### config.mk
export PLATFORM = sky130hd
export DESIGN_NAME = fragment_context_table
export DESIGN_NICKNAME = d
export VERILOG_FILES = /design/src/rtl/fct_pkg.sv /design/src/rtl/fct_ram.sv /design/src/rtl/fct_scan.sv /design/src/rtl/fragment_context_table.sv
export SDC_FILE = /design/constraint.sdc
export NUM_CORES = 1
export LEC_CHECK = 0
export ABC_CLOCK_PERIOD_IN_PS = 10500
export BUFFER_PORTS_ARGS = -buffer_cell sky130_fd_sc_hd__buf_2
export CORE_MARGIN = 2
export CORE_UTILIZATION = 38
export CTS_CLUSTER_DIAMETER = 30
export DETAILED_ROUTE_END_ITERATION = 6
export PLACE_DENSITY = 0.56
export SLEW_MARGIN = 20
export SYNTH_ARGS = -nofsm -noshare
export SYNTH_HDL_FRONTEND = slang
export SYNTH_SLANG_ARGS = --single-unit
### constraint.sdc
create_clock -name clk -period 10.5 [get_ports clk]
set_input_delay 0.525 -clock clk [delete_from_list [all_inputs] [get_ports clk]]
set_output_delay 0.525 -clock clk [all_outputs]
set_load 0.005 [all_outputs]
### src/rtl/fct_pkg.sv
// shared types and constants for the fragment context table
// no dependencies
package fct_pkg;

    localparam int DEFAULT_ENTRIES = 16;
    localparam int CMD_W   = 2;
    localparam int ID_W    = 16;
    localparam int STAMP_W = 32;
    localparam int SLOT_W  = 4;
    localparam int OUTC_W  = 2;

    localparam logic [CMD_W-1:0] CMD_ADD    = 2'd0;
    localparam logic [CMD_W-1:0] CMD_DEL    = 2'd1;
    localparam logic [CMD_W-1:0] CMD_SEARCH = 2'd2;

    localparam logic [OUTC_W-1:0] OUTC_HIT   = 2'd0;
    localparam logic [OUTC_W-1:0] OUTC_FREE  = 2'd1;
    localparam logic [OUTC_W-1:0] OUTC_EVICT = 2'd2;

    // what the slot walk has found so far
    typedef struct packed {
        logic has_hit;
        logic has_free;
        logic has_old;
    } scan_flags_t;

endpackage

### src/rtl/fct_ram.sv
// generic single write port, single read port ram with registered read
// no dependencies
module fct_ram #(
    parameter int WIDTH = 8,
    parameter int DEPTH = 16
) (
    input  logic                     clk,
    input  logic                     wr_en,
    input  logic [$clog2(DEPTH)-1:0] wr_addr,
    input  logic [WIDTH-1:0]         wr_data,
    input  logic                     rd_en,
    input  logic [$clog2(DEPTH)-1:0] rd_addr,
    output logic [WIDTH-1:0]         rd_data
);

    logic [WIDTH-1:0] mem_reg [DEPTH];
    logic [WIDTH-1:0] rd_data_reg;

    always_ff @(posedge clk)
    begin
        if (wr_en)
        begin
            mem_reg[wr_addr] <= wr_data;
        end
        if (rd_en)
        begin
            rd_data_reg <= mem_reg[rd_addr];
        end
    end

    assign rd_data = rd_data_reg;

endmodule

### src/rtl/fct_scan.sv
// shared compare unit: one slot per cycle while en is high, tracks first match,
// highest free slot and oldest valid slot; uses fct_pkg
module fct_scan #(
    parameter int IDX_W = 4
) (
    input  logic                        clk,
    input  logic                        rst_n,
    input  logic                        clear,
    input  logic                        en,
    input  logic [IDX_W-1:0]            idx,
    input  logic                        valid,
    input  logic [fct_pkg::ID_W-1:0]    ident,
    input  logic [fct_pkg::STAMP_W-1:0] stamp,
    input  logic [fct_pkg::ID_W-1:0]    key,
    output fct_pkg::scan_flags_t        flags,
    output logic [IDX_W-1:0]            hit_idx,
    output logic [IDX_W-1:0]            free_idx,
    output logic [IDX_W-1:0]            old_idx
);

    fct_pkg::scan_flags_t        flags_reg, flags_next;
    logic [IDX_W-1:0]            hit_idx_reg, hit_idx_next;
    logic [IDX_W-1:0]            free_idx_reg, free_idx_next;
    logic [IDX_W-1:0]            old_idx_reg, old_idx_next;
    logic [fct_pkg::STAMP_W-1:0] old_stamp_reg, old_stamp_next;
    logic                        is_match;
    logic                        is_older;

    assign is_match = valid && (ident == key);
    // strict compare keeps the lowest index on equal stamps
    assign is_older = valid && (!flags_reg.has_old || (stamp < old_stamp_reg));

    always_comb
    begin
        flags_next     = flags_reg;
        hit_idx_next   = hit_idx_reg;
        free_idx_next  = free_idx_reg;
        old_idx_next   = old_idx_reg;
        old_stamp_next = old_stamp_reg;
        if (clear)
        begin
            flags_next   = '0;
            old_idx_next = '0;
        end
        else if (en)
        begin
            if (is_match && !flags_reg.has_hit)
            begin
                flags_next.has_hit = 1'b1;
                hit_idx_next       = idx;
            end
            // last free slot seen is the highest numbered one
            if (!valid)
            begin
                flags_next.has_free = 1'b1;
                free_idx_next       = idx;
            end
            if (is_older)
            begin
                flags_next.has_old = 1'b1;
                old_idx_next       = idx;
                old_stamp_next     = stamp;
            end
        end
    end

    always_ff @(posedge clk or negedge rst_n)
    begin
        if (!rst_n)
        begin
            flags_reg <= '0;
        end
        else
        begin
            flags_reg <= flags_next;
        end
    end

    always_ff @(posedge clk)
    begin
        hit_idx_reg   <= hit_idx_next;
        free_idx_reg  <= free_idx_next;
        old_idx_reg   <= old_idx_next;
        old_stamp_reg <= old_stamp_next;
    end

    assign flags    = flags_reg;
    assign hit_idx  = hit_idx_reg;
    assign free_idx = free_idx_reg;
    assign old_idx  = old_idx_reg;

endmodule

### src/rtl/fragment_context_table.sv
// fragment context table top level: sequencer, slot valid bits, result register
// uses fct_pkg, fct_ram, fct_scan
//
//   channel   signals                          direction
//   in        in_valid in_stall command        into block
//             entry_id current_time
//   out       out_valid out_stall slot found   out of block
//             outcome
//
// each transaction walks all ENTRIES slots through the slot ram, one read a cycle
// into one compare unit, then passes the drain and done states before the next accept
// in_stall is high from the cycle after an accept until the sequencer is idle again
// the result register lets a new transaction in while the last result is unclaimed
// out_stall only holds the final step when the previous result is still waiting
// reset frees every slot at once through the valid bits
module fragment_context_table #(
    parameter int ENTRIES = fct_pkg::DEFAULT_ENTRIES
) (
    input  logic                        clk,
    input  logic                        rst_n,
    input  logic                        in_valid,
    output logic                        in_stall,
    input  logic [fct_pkg::CMD_W-1:0]   command,
    input  logic [fct_pkg::ID_W-1:0]    entry_id,
    input  logic [fct_pkg::STAMP_W-1:0] current_time,
    output logic                        out_valid,
    input  logic                        out_stall,
    output logic [fct_pkg::SLOT_W-1:0]  slot,
    output logic                        found,
    output logic [fct_pkg::OUTC_W-1:0]  outcome
);

    localparam int IDX_W = $clog2(ENTRIES);
    localparam int RAM_W = fct_pkg::ID_W + fct_pkg::STAMP_W;
    localparam logic [IDX_W-1:0] LAST_IDX = IDX_W'(ENTRIES - 1);

    localparam logic [1:0] ST_IDLE  = 2'd0;
    localparam logic [1:0] ST_SCAN  = 2'd1;
    localparam logic [1:0] ST_DRAIN = 2'd2;
    localparam logic [1:0] ST_DONE  = 2'd3;

    logic [1:0]                  state_reg, state_next;
    logic [IDX_W-1:0]            cnt_reg, cnt_next;
    logic                        cmp_en_reg, cmp_en_next;
    logic [IDX_W-1:0]            cmp_idx_reg, cmp_idx_next;
    logic [fct_pkg::CMD_W-1:0]   cmd_reg;
    logic [fct_pkg::ID_W-1:0]    key_reg;
    logic [fct_pkg::STAMP_W-1:0] time_reg;
    logic [ENTRIES-1:0]          valid_reg, valid_next;
    logic                        out_valid_reg, out_valid_next;
    logic [fct_pkg::SLOT_W-1:0]  slot_reg, slot_next;
    logic                        found_reg, found_next;
    logic [fct_pkg::OUTC_W-1:0]  outcome_reg, outcome_next;

    logic                        in_accept;
    logic                        finish;
    logic                        wr_en;
    logic [IDX_W-1:0]            pick;
    logic [IDX_W+3:0]            pick_ext;
    logic [RAM_W-1:0]            rd_data;
    fct_pkg::scan_flags_t        flags;
    logic [IDX_W-1:0]            hit_idx;
    logic [IDX_W-1:0]            free_idx;
    logic [IDX_W-1:0]            old_idx;

    assign in_stall  = (state_reg != ST_IDLE);
    assign in_accept = in_valid && !in_stall;
    assign finish    = (state_reg == ST_DONE) && (!out_valid_reg || !out_stall);

    fct_ram #(
        .WIDTH (RAM_W),
        .DEPTH (ENTRIES)
    ) u_slot_ram (
        .clk     (clk),
        .wr_en   (wr_en),
        .wr_addr (pick),
        .wr_data ({key_reg, time_reg}),
        .rd_en   (state_reg == ST_SCAN),
        .rd_addr (cnt_reg),
        .rd_data (rd_data)
    );

    fct_scan #(
        .IDX_W (IDX_W)
    ) u_scan (
        .clk      (clk),
        .rst_n    (rst_n),
        .clear    (in_accept),
        .en       (cmp_en_reg),
        .idx      (cmp_idx_reg),
        .valid    (valid_reg[cmp_idx_reg]),
        .ident    (rd_data[RAM_W-1 -: fct_pkg::ID_W]),
        .stamp    (rd_data[fct_pkg::STAMP_W-1:0]),
        .key      (key_reg),
        .flags    (flags),
        .hit_idx  (hit_idx),
        .free_idx (free_idx),
        .old_idx  (old_idx)
    );

    // sequencer
    always_comb
    begin
        state_next   = state_reg;
        cnt_next     = cnt_reg;
        cmp_en_next  = 1'b0;
        cmp_idx_next = cmp_idx_reg;
        case (state_reg)
            ST_IDLE:
            begin
                if (in_accept)
                begin
                    state_next = ST_SCAN;
                    cnt_next   = '0;
                end
            end
            ST_SCAN:
            begin
                cmp_en_next  = 1'b1;
                cmp_idx_next = cnt_reg;
                cnt_next     = cnt_reg + IDX_W'(1);
                if (cnt_reg == LAST_IDX)
                begin
                    state_next = ST_DRAIN;
                end
            end
            ST_DRAIN:
            begin
                state_next = ST_DONE;
            end
            ST_DONE:
            begin
                if (finish)
                begin
                    state_next = ST_IDLE;
                end
            end
            default:
            begin
                state_next = ST_IDLE;
            end
        endcase
    end

    // final decision once the walk is complete
    always_comb
    begin
        pick         = '0;
        wr_en        = 1'b0;
        valid_next   = valid_reg;
        found_next   = 1'b0;
        outcome_next = fct_pkg::OUTC_HIT;
        case (cmd_reg)
            fct_pkg::CMD_ADD:
            begin
                if (flags.has_hit)
                begin
                    pick       = hit_idx;
                    found_next = 1'b1;
                end
                else if (flags.has_free)
                begin
                    pick         = free_idx;
                    wr_en        = finish;
                    outcome_next = fct_pkg::OUTC_FREE;
                end
                else
                begin
                    pick         = old_idx;
                    wr_en        = finish;
                    outcome_next = fct_pkg::OUTC_EVICT;
                end
                if (wr_en)
                begin
                    valid_next[pick] = 1'b1;
                end
            end
            fct_pkg::CMD_DEL:
            begin
                found_next = flags.has_hit;
                if (finish && flags.has_hit)
                begin
                    valid_next[hit_idx] = 1'b0;
                end
            end
            fct_pkg::CMD_SEARCH:
            begin
                found_next = flags.has_hit;
            end
            default:
            begin
                found_next = 1'b0;
            end
        endcase
        // slot carries the low bits of the index, zero unless add
        pick_ext  = {4'b0000, pick};
        slot_next = (cmd_reg == fct_pkg::CMD_ADD) ? pick_ext[3:0] : '0;
    end

    always_comb
    begin
        out_valid_next = out_valid_reg && out_stall;
        if (finish)
        begin
            out_valid_next = 1'b1;
        end
    end

    always_ff @(posedge clk or negedge rst_n)
    begin
        if (!rst_n)
        begin
            state_reg     <= ST_IDLE;
            cmp_en_reg    <= 1'b0;
            valid_reg     <= '0;
            out_valid_reg <= 1'b0;
        end
        else
        begin
            state_reg     <= state_next;
            cmp_en_reg    <= cmp_en_next;
            valid_reg     <= valid_next;
            out_valid_reg <= out_valid_next;
        end
    end

    always_ff @(posedge clk)
    begin
        cnt_reg     <= cnt_next;
        cmp_idx_reg <= cmp_idx_next;
        if (in_accept)
        begin
            cmd_reg  <= command;
            key_reg  <= entry_id;
            time_reg <= current_time;
        end
        if (finish)
        begin
            slot_reg    <= slot_next;
            found_reg   <= found_next;
            outcome_reg <= outcome_next;
        end
    end

    assign out_valid = out_valid_reg;
    assign slot      = slot_reg;
    assign found     = found_reg;
    assign outcome   = outcome_reg;

endmodule

==> results of run 1 <==
metrics by stage:
| stage | worst slack (ns) | util [%] | hold slack [ns] | power (mW) |
|---|---|---|---|---|
| after floorplan | 6.20 | - | 0.229 | 6.63 |
| after global placement | 6.76 | 40.2 | 0.449 | 7.21 |
| after detailed placement | 6.93 | 40.2 | 0.446 | 7.26 |
| after CTS | 6.94 | 48.0 | 0.269 | 13.6 |
| after global routing | 6.74 | 48.0 | 0.352 | 14.0 |
| final | 7.04 | 48.0 | 0.317 | 13.4 |
cells in the mapped netlist, types with 2 or more instances:
cell type    n  area share [%]
a21o_1       2           0.042
a21oi_1     18            0.25
and2_1       3           0.052
and3_1       2           0.035
buf_1        8           0.083
buf_2        6           0.083
buf_6       18            0.56
clkbuf_1    28            0.29
dfrtp_1     23             1.6
dfxtp_1      4            0.22
edfxtp_1   921              77
ha_1        36             1.2
inv_1       36            0.37
mux2i_1      7            0.19
mux4_1      21             1.5
mux4_2     223              14
nand2_1     34            0.35
nand2b_1     9            0.16
nand3_1      6           0.083
nand3b_1     2           0.042
nand4_1      4           0.069
nor2_1      32            0.33
nor3_1       9            0.12
nor4_1       5           0.087
o211ai_1     5            0.10
o21a_1       3           0.062
o21ai_0     46            0.64
o31ai_1      4           0.083
or2_2        2           0.035
xnor2_1      7            0.17
xor2_1      12            0.29
metal layers:
layer | GRT usage, % | routed length, µm | up-vias
li1 | - | - | 7184
met1 | 22.9 | 35200 | 8971
met2 | 26.8 | 39200 | 477
met3 | 3.32 | 4040 | 128
met4 | 5.65 | 1520 | 0
met5 | 0 | 0 | -
power groups by stage:
stage | logic [mW] | clock network, mW | registers, mW
after global routing | 2.42 | 6.56 | 4.98
after detailed placement | 2.26 | 0 | 5.00
final | 2.23 | 6.26 | 4.93
after floorplan | 1.75 | 0 | 4.88
after CTS | 2.29 | 6.36 | 4.94
after global placement | 2.23 | 0 | 4.98
repair_timing:
item                                    4_1_cts  5_1_grt
endpoints found under the setup margin        0        0
hold buffers                                 52        0
hold endpoints to repair                     74        0
layout make-up:
| cell class | count | area, µm² |
|---|---|---|
| Clock buffer | 224 | 5070 |
| Antenna cell | 1 | 2.50 |
| Inverter | 36 | 136 |
| Multi-Input combinational cell | 503 | 7410 |
| Clock inverter | 143 | 1820 |
| Tap cell | 1265 | 1580 |
| Sequential cell | 948 | 28300 |
| Timing Repair Buffer | 142 | 1070 |
| Fill cell | 7586 | 49200 |
worst max path at each step:
stage / startpoint / slack [ns] / cells after the start / to
after CTS: cnt_reg[0] / 6.94 / 4 / u_slot_ram.rd_data[21]
after global routing: cnt_reg[0] / 6.74 / 4 / u_slot_ram.rd_data[19]
after detailed placement: out_stall / 6.93 / 8 / u_slot_ram.mem_reg[10][9]
after global placement: u_slot_ram.rd_data[29] / 6.76 / 7 / u_scan.old_stamp_reg[0]
after floorplan: state_reg[0] / 6.20 / 5 / u_scan.old_stamp_reg[0]
final: u_scan.flags[1] / 7.04 / 6 / u_slot_ram.mem_reg[10][46]
kinds of logic after synthesis:
group,after synthesis,synth area share (%)
buffers and inverters,98,1.46
xor gates and xnor gates,19,0.461
and+or+nand+nor,113,1.48
muxes,251,15.6
DFF,948,78.4
adders and majority gates,36,1.25
AOI/OAI and AO/OA,84,1.31
worst register-to-register path, cell delays in order, from the launching register on:
cell      delay (ns)
dfrtp_1         0.50
mux2i_1         0.25
nor2_1          0.06
a21oi_1         0.39
nand2b_1        0.42
nor2_4          0.82
buf_4           0.64
==> flow_metrics.env, run 1 <==
export IMPL_grt_total_usage_pct=16.7
export IMPL_die_area_um2=97500
export IMPL_grt_pass1_vias=18245
export IMPL_p_leak_nw=15.0
export IMPL_core_area_um2=94600
export IMPL_fin_cells=3262
export IMPL_final_common_cell="edfxtp_1"
export IMPL_synth_async_sr_flop_share_pct=2.43
export IMPL_ys_flop_type="edfxtp_1"
export IMPL_wl_per_cell_um=24.5
export IMPL_slew_headroom_pct=23.4
export IMPL_largest_register_ffs=768
export IMPL_rsz0062_at_grt="no"
export IMPL_crit_required_ns=10.86
export IMPL_wirelength_um=80000
export IMPL_fmax_mhz=289
export IMPL_r2r_start="u_scan.flags[1]"
export IMPL_synth_warning_count=0
export IMPL_synth_edf_count=921
export IMPL_tns_ns=0
export IMPL_ys_ff_latch=948
export IMPL_most_common_layout_cells="921 x edfxtp_1, 223 x mux4_2, 196 x clkbuf_16"
export IMPL_dp_hpwl_um=37100
export IMPL_skew_ns=0.0301
export IMPL_die_h_um=312
export IMPL_ys_seq_area_share_pct=78.4
export IMPL_hold_path_endpoint="state_reg[1]"
export IMPL_r2r_end="u_slot_ram.mem_reg[10][46]"
export IMPL_clk_pin_slew_ns=0.04
export IMPL_syn_avg_cell_area_um2=23.3
export IMPL_seqPwrFrac_pct=36.8
export IMPL_netlist_area_um2=36100
export IMPL_grt_ovfl_total=0
export IMPL_power_density_nw_per_um2=296
export IMPL_synthesis_nets=1639
export IMPL_ios=63
export IMPL_ant_nets=0
export IMPL_status="finished, final reports clean"
export IMPL_cts_tree="yes"
export IMPL_layout_drive_gt1_share_pct=33.0
export IMPL_cts_buffers=195
export IMPL_path_max_fanout=30
export IMPL_grt_pass1_wl_um=120000
export IMPL_fin_crit_ns=3.46
export IMPL_p_sw_mw=3.44
export IMPL_drt_iter0_drc=1484
export IMPL_peakVddDrop_uv=229
export IMPL_critPathSlowestCell="nor2_4"
export IMPL_post_place_cells=2842
export IMPL_min_path_type="in2reg"
export IMPL_clock_sinks=948
export IMPL_synthCells=1549
export IMPL_worstHoldStart="in_valid"
export IMPL_worst_path_buf_inv=1
export IMPL_swShare_pct=25.7
export IMPL_worstSetupPathType="reg2reg"
export IMPL_intPower_mw=9.98
export IMPL_rows=113
export IMPL_critPathTopFamily="simple AND/OR/NAND/NOR gates"
export IMPL_reg2reg_depth=6
export IMPL_critPathLaunchType="flop"
export IMPL_start_util_pct=38.2
export IMPL_max_cap_violations=0
export IMPL_gp_congestion=0.772
export IMPL_worstMarginPinSlew_ns=1.15
export IMPL_dr_total_vias=16760
export IMPL_htreeDepth=4
export IMPL_combPwrFrac_pct=16.6
export IMPL_cts_root_buf="clkbuf_16"
export IMPL_cpPeakStageDelay_ns=0.81
export IMPL_clock_latency_ns=0.76
export IMPL_antenna_found_initial=0
export IMPL_die_width_um=312
export IMPL_slew_violations=0
export IMPL_grt_start_max_net_pins=135
export IMPL_drc=0
export IMPL_cts_setup_buffers=0
export IMPL_finalSetupViolCount=0
export IMPL_hold_depth=5
export IMPL_arrival_ns=3.83
export IMPL_power_share_clock_pct=46.7
export IMPL_regToRegSetupSlack_ns=7.04
export IMPL_cp_end_kind="flop"
export IMPL_fin_crit_sh_pct=33.0
export IMPL_io_buffer_count=62
export IMPL_placed_area_um2=38000
export IMPL_clock_path_buffers=3
export IMPL_via_per_inst=5.14
export IMPL_fin_nets=1916
export IMPL_yosysUniqueCellTypes=44
export IMPL_stdcell_area_um2=45400
export IMPL_ctsResizeCount=0
export IMPL_final_hold_viol_count=0
export IMPL_first_pass_iters=7
export IMPL_area_growth_pct=25.7
export IMPL_cp_cell_sequence="mux2i_1, nor2_1, a21oi_1, nand2b_1, nor2_4, buf_4"
Note: power is estimated with default switching activity, not from simulation.
==> inputs of run 2 (changes only) <==
--- a/config.mk
+++ b/config.mk
@@ -5,13 +5,13 @@
 export SDC_FILE = /design/constraint.sdc
 export NUM_CORES = 1
 export LEC_CHECK = 0
-export ABC_CLOCK_PERIOD_IN_PS = 10500
+export ABC_CLOCK_PERIOD_IN_PS = 2800
 export BUFFER_PORTS_ARGS = -buffer_cell sky130_fd_sc_hd__buf_2
 export CORE_MARGIN = 2
 export CORE_UTILIZATION = 38
 export CTS_CLUSTER_DIAMETER = 30
 export DETAILED_ROUTE_END_ITERATION = 6
-export PLACE_DENSITY = 0.56
+export PLACE_DENSITY = 0.58
 export SLEW_MARGIN = 20
 export SYNTH_ARGS = -nofsm -noshare
 export SYNTH_HDL_FRONTEND = slang
==> constraint.sdc (replaced) <==
create_clock -name clk -period 2.8 [get_ports clk]
set_input_delay 0.14 -clock clk [delete_from_list [all_inputs] [get_ports clk]]
set_output_delay 0.14 -clock clk [all_outputs]
set_load 0.005 [all_outputs]
==> flow_metrics.env, run 2 (synthesis results as in run 1) <==
export IMPL_status="finished, final reports clean"
export IMPL_drt_iter0_drc=1394
export IMPL_reg2reg_depth=6
export IMPL_fin_cells=3305
export IMPL_critPathLaunchType="flop"
export IMPL_crit_required_ns=3.16
export IMPL_regToRegSetupSlack_ns=0.22
export IMPL_via_per_inst=5.13
export IMPL_final_common_cell="edfxtp_1"
export IMPL_wl_per_cell_um=24.2
export IMPL_fmax_mhz=387
export IMPL_skew_ns=0.0335
export IMPL_fin_crit_sh_pct=92.2
export IMPL_p_leak_nw=15.3
export IMPL_die_area_um2=97500
export IMPL_largest_register_ffs=768
export IMPL_slew_headroom_pct=57.5
export IMPL_first_pass_iters=5
export IMPL_r2r_end="u_slot_ram.mem_reg[1][10]"
export IMPL_htreeDepth=4
export IMPL_cts_buffers=193
export IMPL_ant_nets=0
export IMPL_power_total_mw=50.5
export IMPL_grt_total_usage_pct=16.7
export IMPL_clock_latency_ns=0.75
export IMPL_power_density_nw_per_um2=1100
export IMPL_layout_drive_gt1_share_pct=34.9
export IMPL_crit_path_end="u_slot_ram.mem_reg[1][10]"
export IMPL_tns_ns=0
export IMPL_dr_total_vias=16941
export IMPL_cts_setup_buffers=0
export IMPL_antenna_found_initial=3
export IMPL_clock_sinks=948
export IMPL_die_width_um=312
export IMPL_most_common_layout_cells="921 x edfxtp_1, 223 x mux4_2, 198 x clkbuf_16"
export IMPL_fin_crit_ns=2.58
export IMPL_max_cap_violations=0
export IMPL_final_hold_viol_count=0
export IMPL_gp_congestion=0.834
export IMPL_fillers=7586
export IMPL_critPathLaunch="u_scan.flags[1]"
export IMPL_die_h_um=312
export IMPL_slew_violations=0
export IMPL_post_place_cells=2889
export IMPL_grt_pass1_wl_um=119000
export IMPL_clock_path_buffers=3
export IMPL_dp_hpwl_um=42900
export IMPL_rows=113
export IMPL_cts_tree="yes"
export IMPL_min_path_type="in2reg"
export IMPL_rsz0062_at_grt="no"
export IMPL_cts_root_buf="clkbuf_16"
export IMPL_hold_worst_slack_ns=0.111
export IMPL_cp_end_kind="flop"
export IMPL_peakVddDrop_uv=684
export IMPL_ctsResizeCount=0
export IMPL_grt_ovfl_total=0
export IMPL_worstMarginPinSlew_ns=0.638
export IMPL_r2r_start="u_scan.flags[1]"
export IMPL_area_growth_pct=27.6
export IMPL_grt_pass1_vias=18320
export IMPL_diodes=0
export IMPL_drc=0
export IMPL_io_buffer_count=62
export IMPL_path_max_fanout=48
export IMPL_start_util_pct=38.2
export IMPL_ios=63
export IMPL_wirelength_um=80000
export IMPL_clk_pin_slew_ns=0.05
export IMPL_finalSetupViolCount=0
export IMPL_core_area_um2=94600
export IMPL_fin_nets=1964
export IMPL_worstSetupPathType="reg2reg"
export IMPL_arrival_ns=2.94
export IMPL_hold_buffers=55
export IMPL_grt_start_max_net_pins=53
run 2: cell types whose count changed in the layout (fill, tap and decap cells not counted), moves of 5 or more:
cell	previous run	this run
inv_8	0	6
clkinv_16	8	1
clkbuf_1	22	15
buf_12	2	39
clkinv_4	17	22
buf_4	26	37
run 2: how the worst min path moves through the flow:
stage | from | endpoint | cells past startpoint | slack [ns]
global route | current_time[31] | time_reg[31] | 2 | 0.08
detailed placement | rst_n | out_valid | 1 | 0.19
CTS | current_time[30] | time_reg[30] | 2 | 0.06
global placement | rst_n | out_valid | 1 | 0.18
finish | entry_id[4] | key_reg[4] | 2 | 0.11
floorplan | rst_n | cmp_en_reg | 0 | -0.16
run 2: layer usage:
metal / part of all wire, % / up-vias / GRT usage (%)
met2: 50 / 507 / 27.5
met5: 0.020 / - / 0
li1: - / 7298 / -
met4: 1.9 / 2 / 5.46
met1: 42 / 9012 / 22.1
met3: 5.4 / 122 / 3.83
run 2: area by class of cell:
class | count | area (µm²) | share of cell area [%]
clock buffer | 215 | 5040 | 10.9
sequential | 948 | 28300 | 61.5
multi-input combinational | 503 | 7420 | 16.1
clock inverter | 146 | 1650 | 3.59
tap | 1265 | 1580 | 3.44
inverter | 36 | 139 | 0.302
timing repair buffer | 192 | 1910 | 4.15
run 2: per-stage QoR:
stage / utilization (%) / area [µm²] / setup slack, ns
floorplan: - / 36200 / -0.156
global placement: 41.0 / 38800 / 0.309
detailed placement: 41.0 / 38800 / 0.212
CTS: 48.7 / 46100 / 0.189
global route: 48.7 / 46100 / 0.0796
finish: 48.7 / 46100 / 0.219
run 2: worst max-delay path: stages (launching register included):
cell      delay (ns)
dfrtp_1         0.49
mux2i_1         0.26
nor2_1          0.07
a21oi_1         0.35
nand2b_1        0.38
nor2_4          0.23
buf_12          0.40
run 2: where the power goes:
group          internal [mW]  leakage (nW)  total, mW  switching (mW)
registers               17.5          8.66       18.4           0.961
logic                   4.57          3.45       9.13            4.56
clock network           15.3          3.22       22.9            7.60
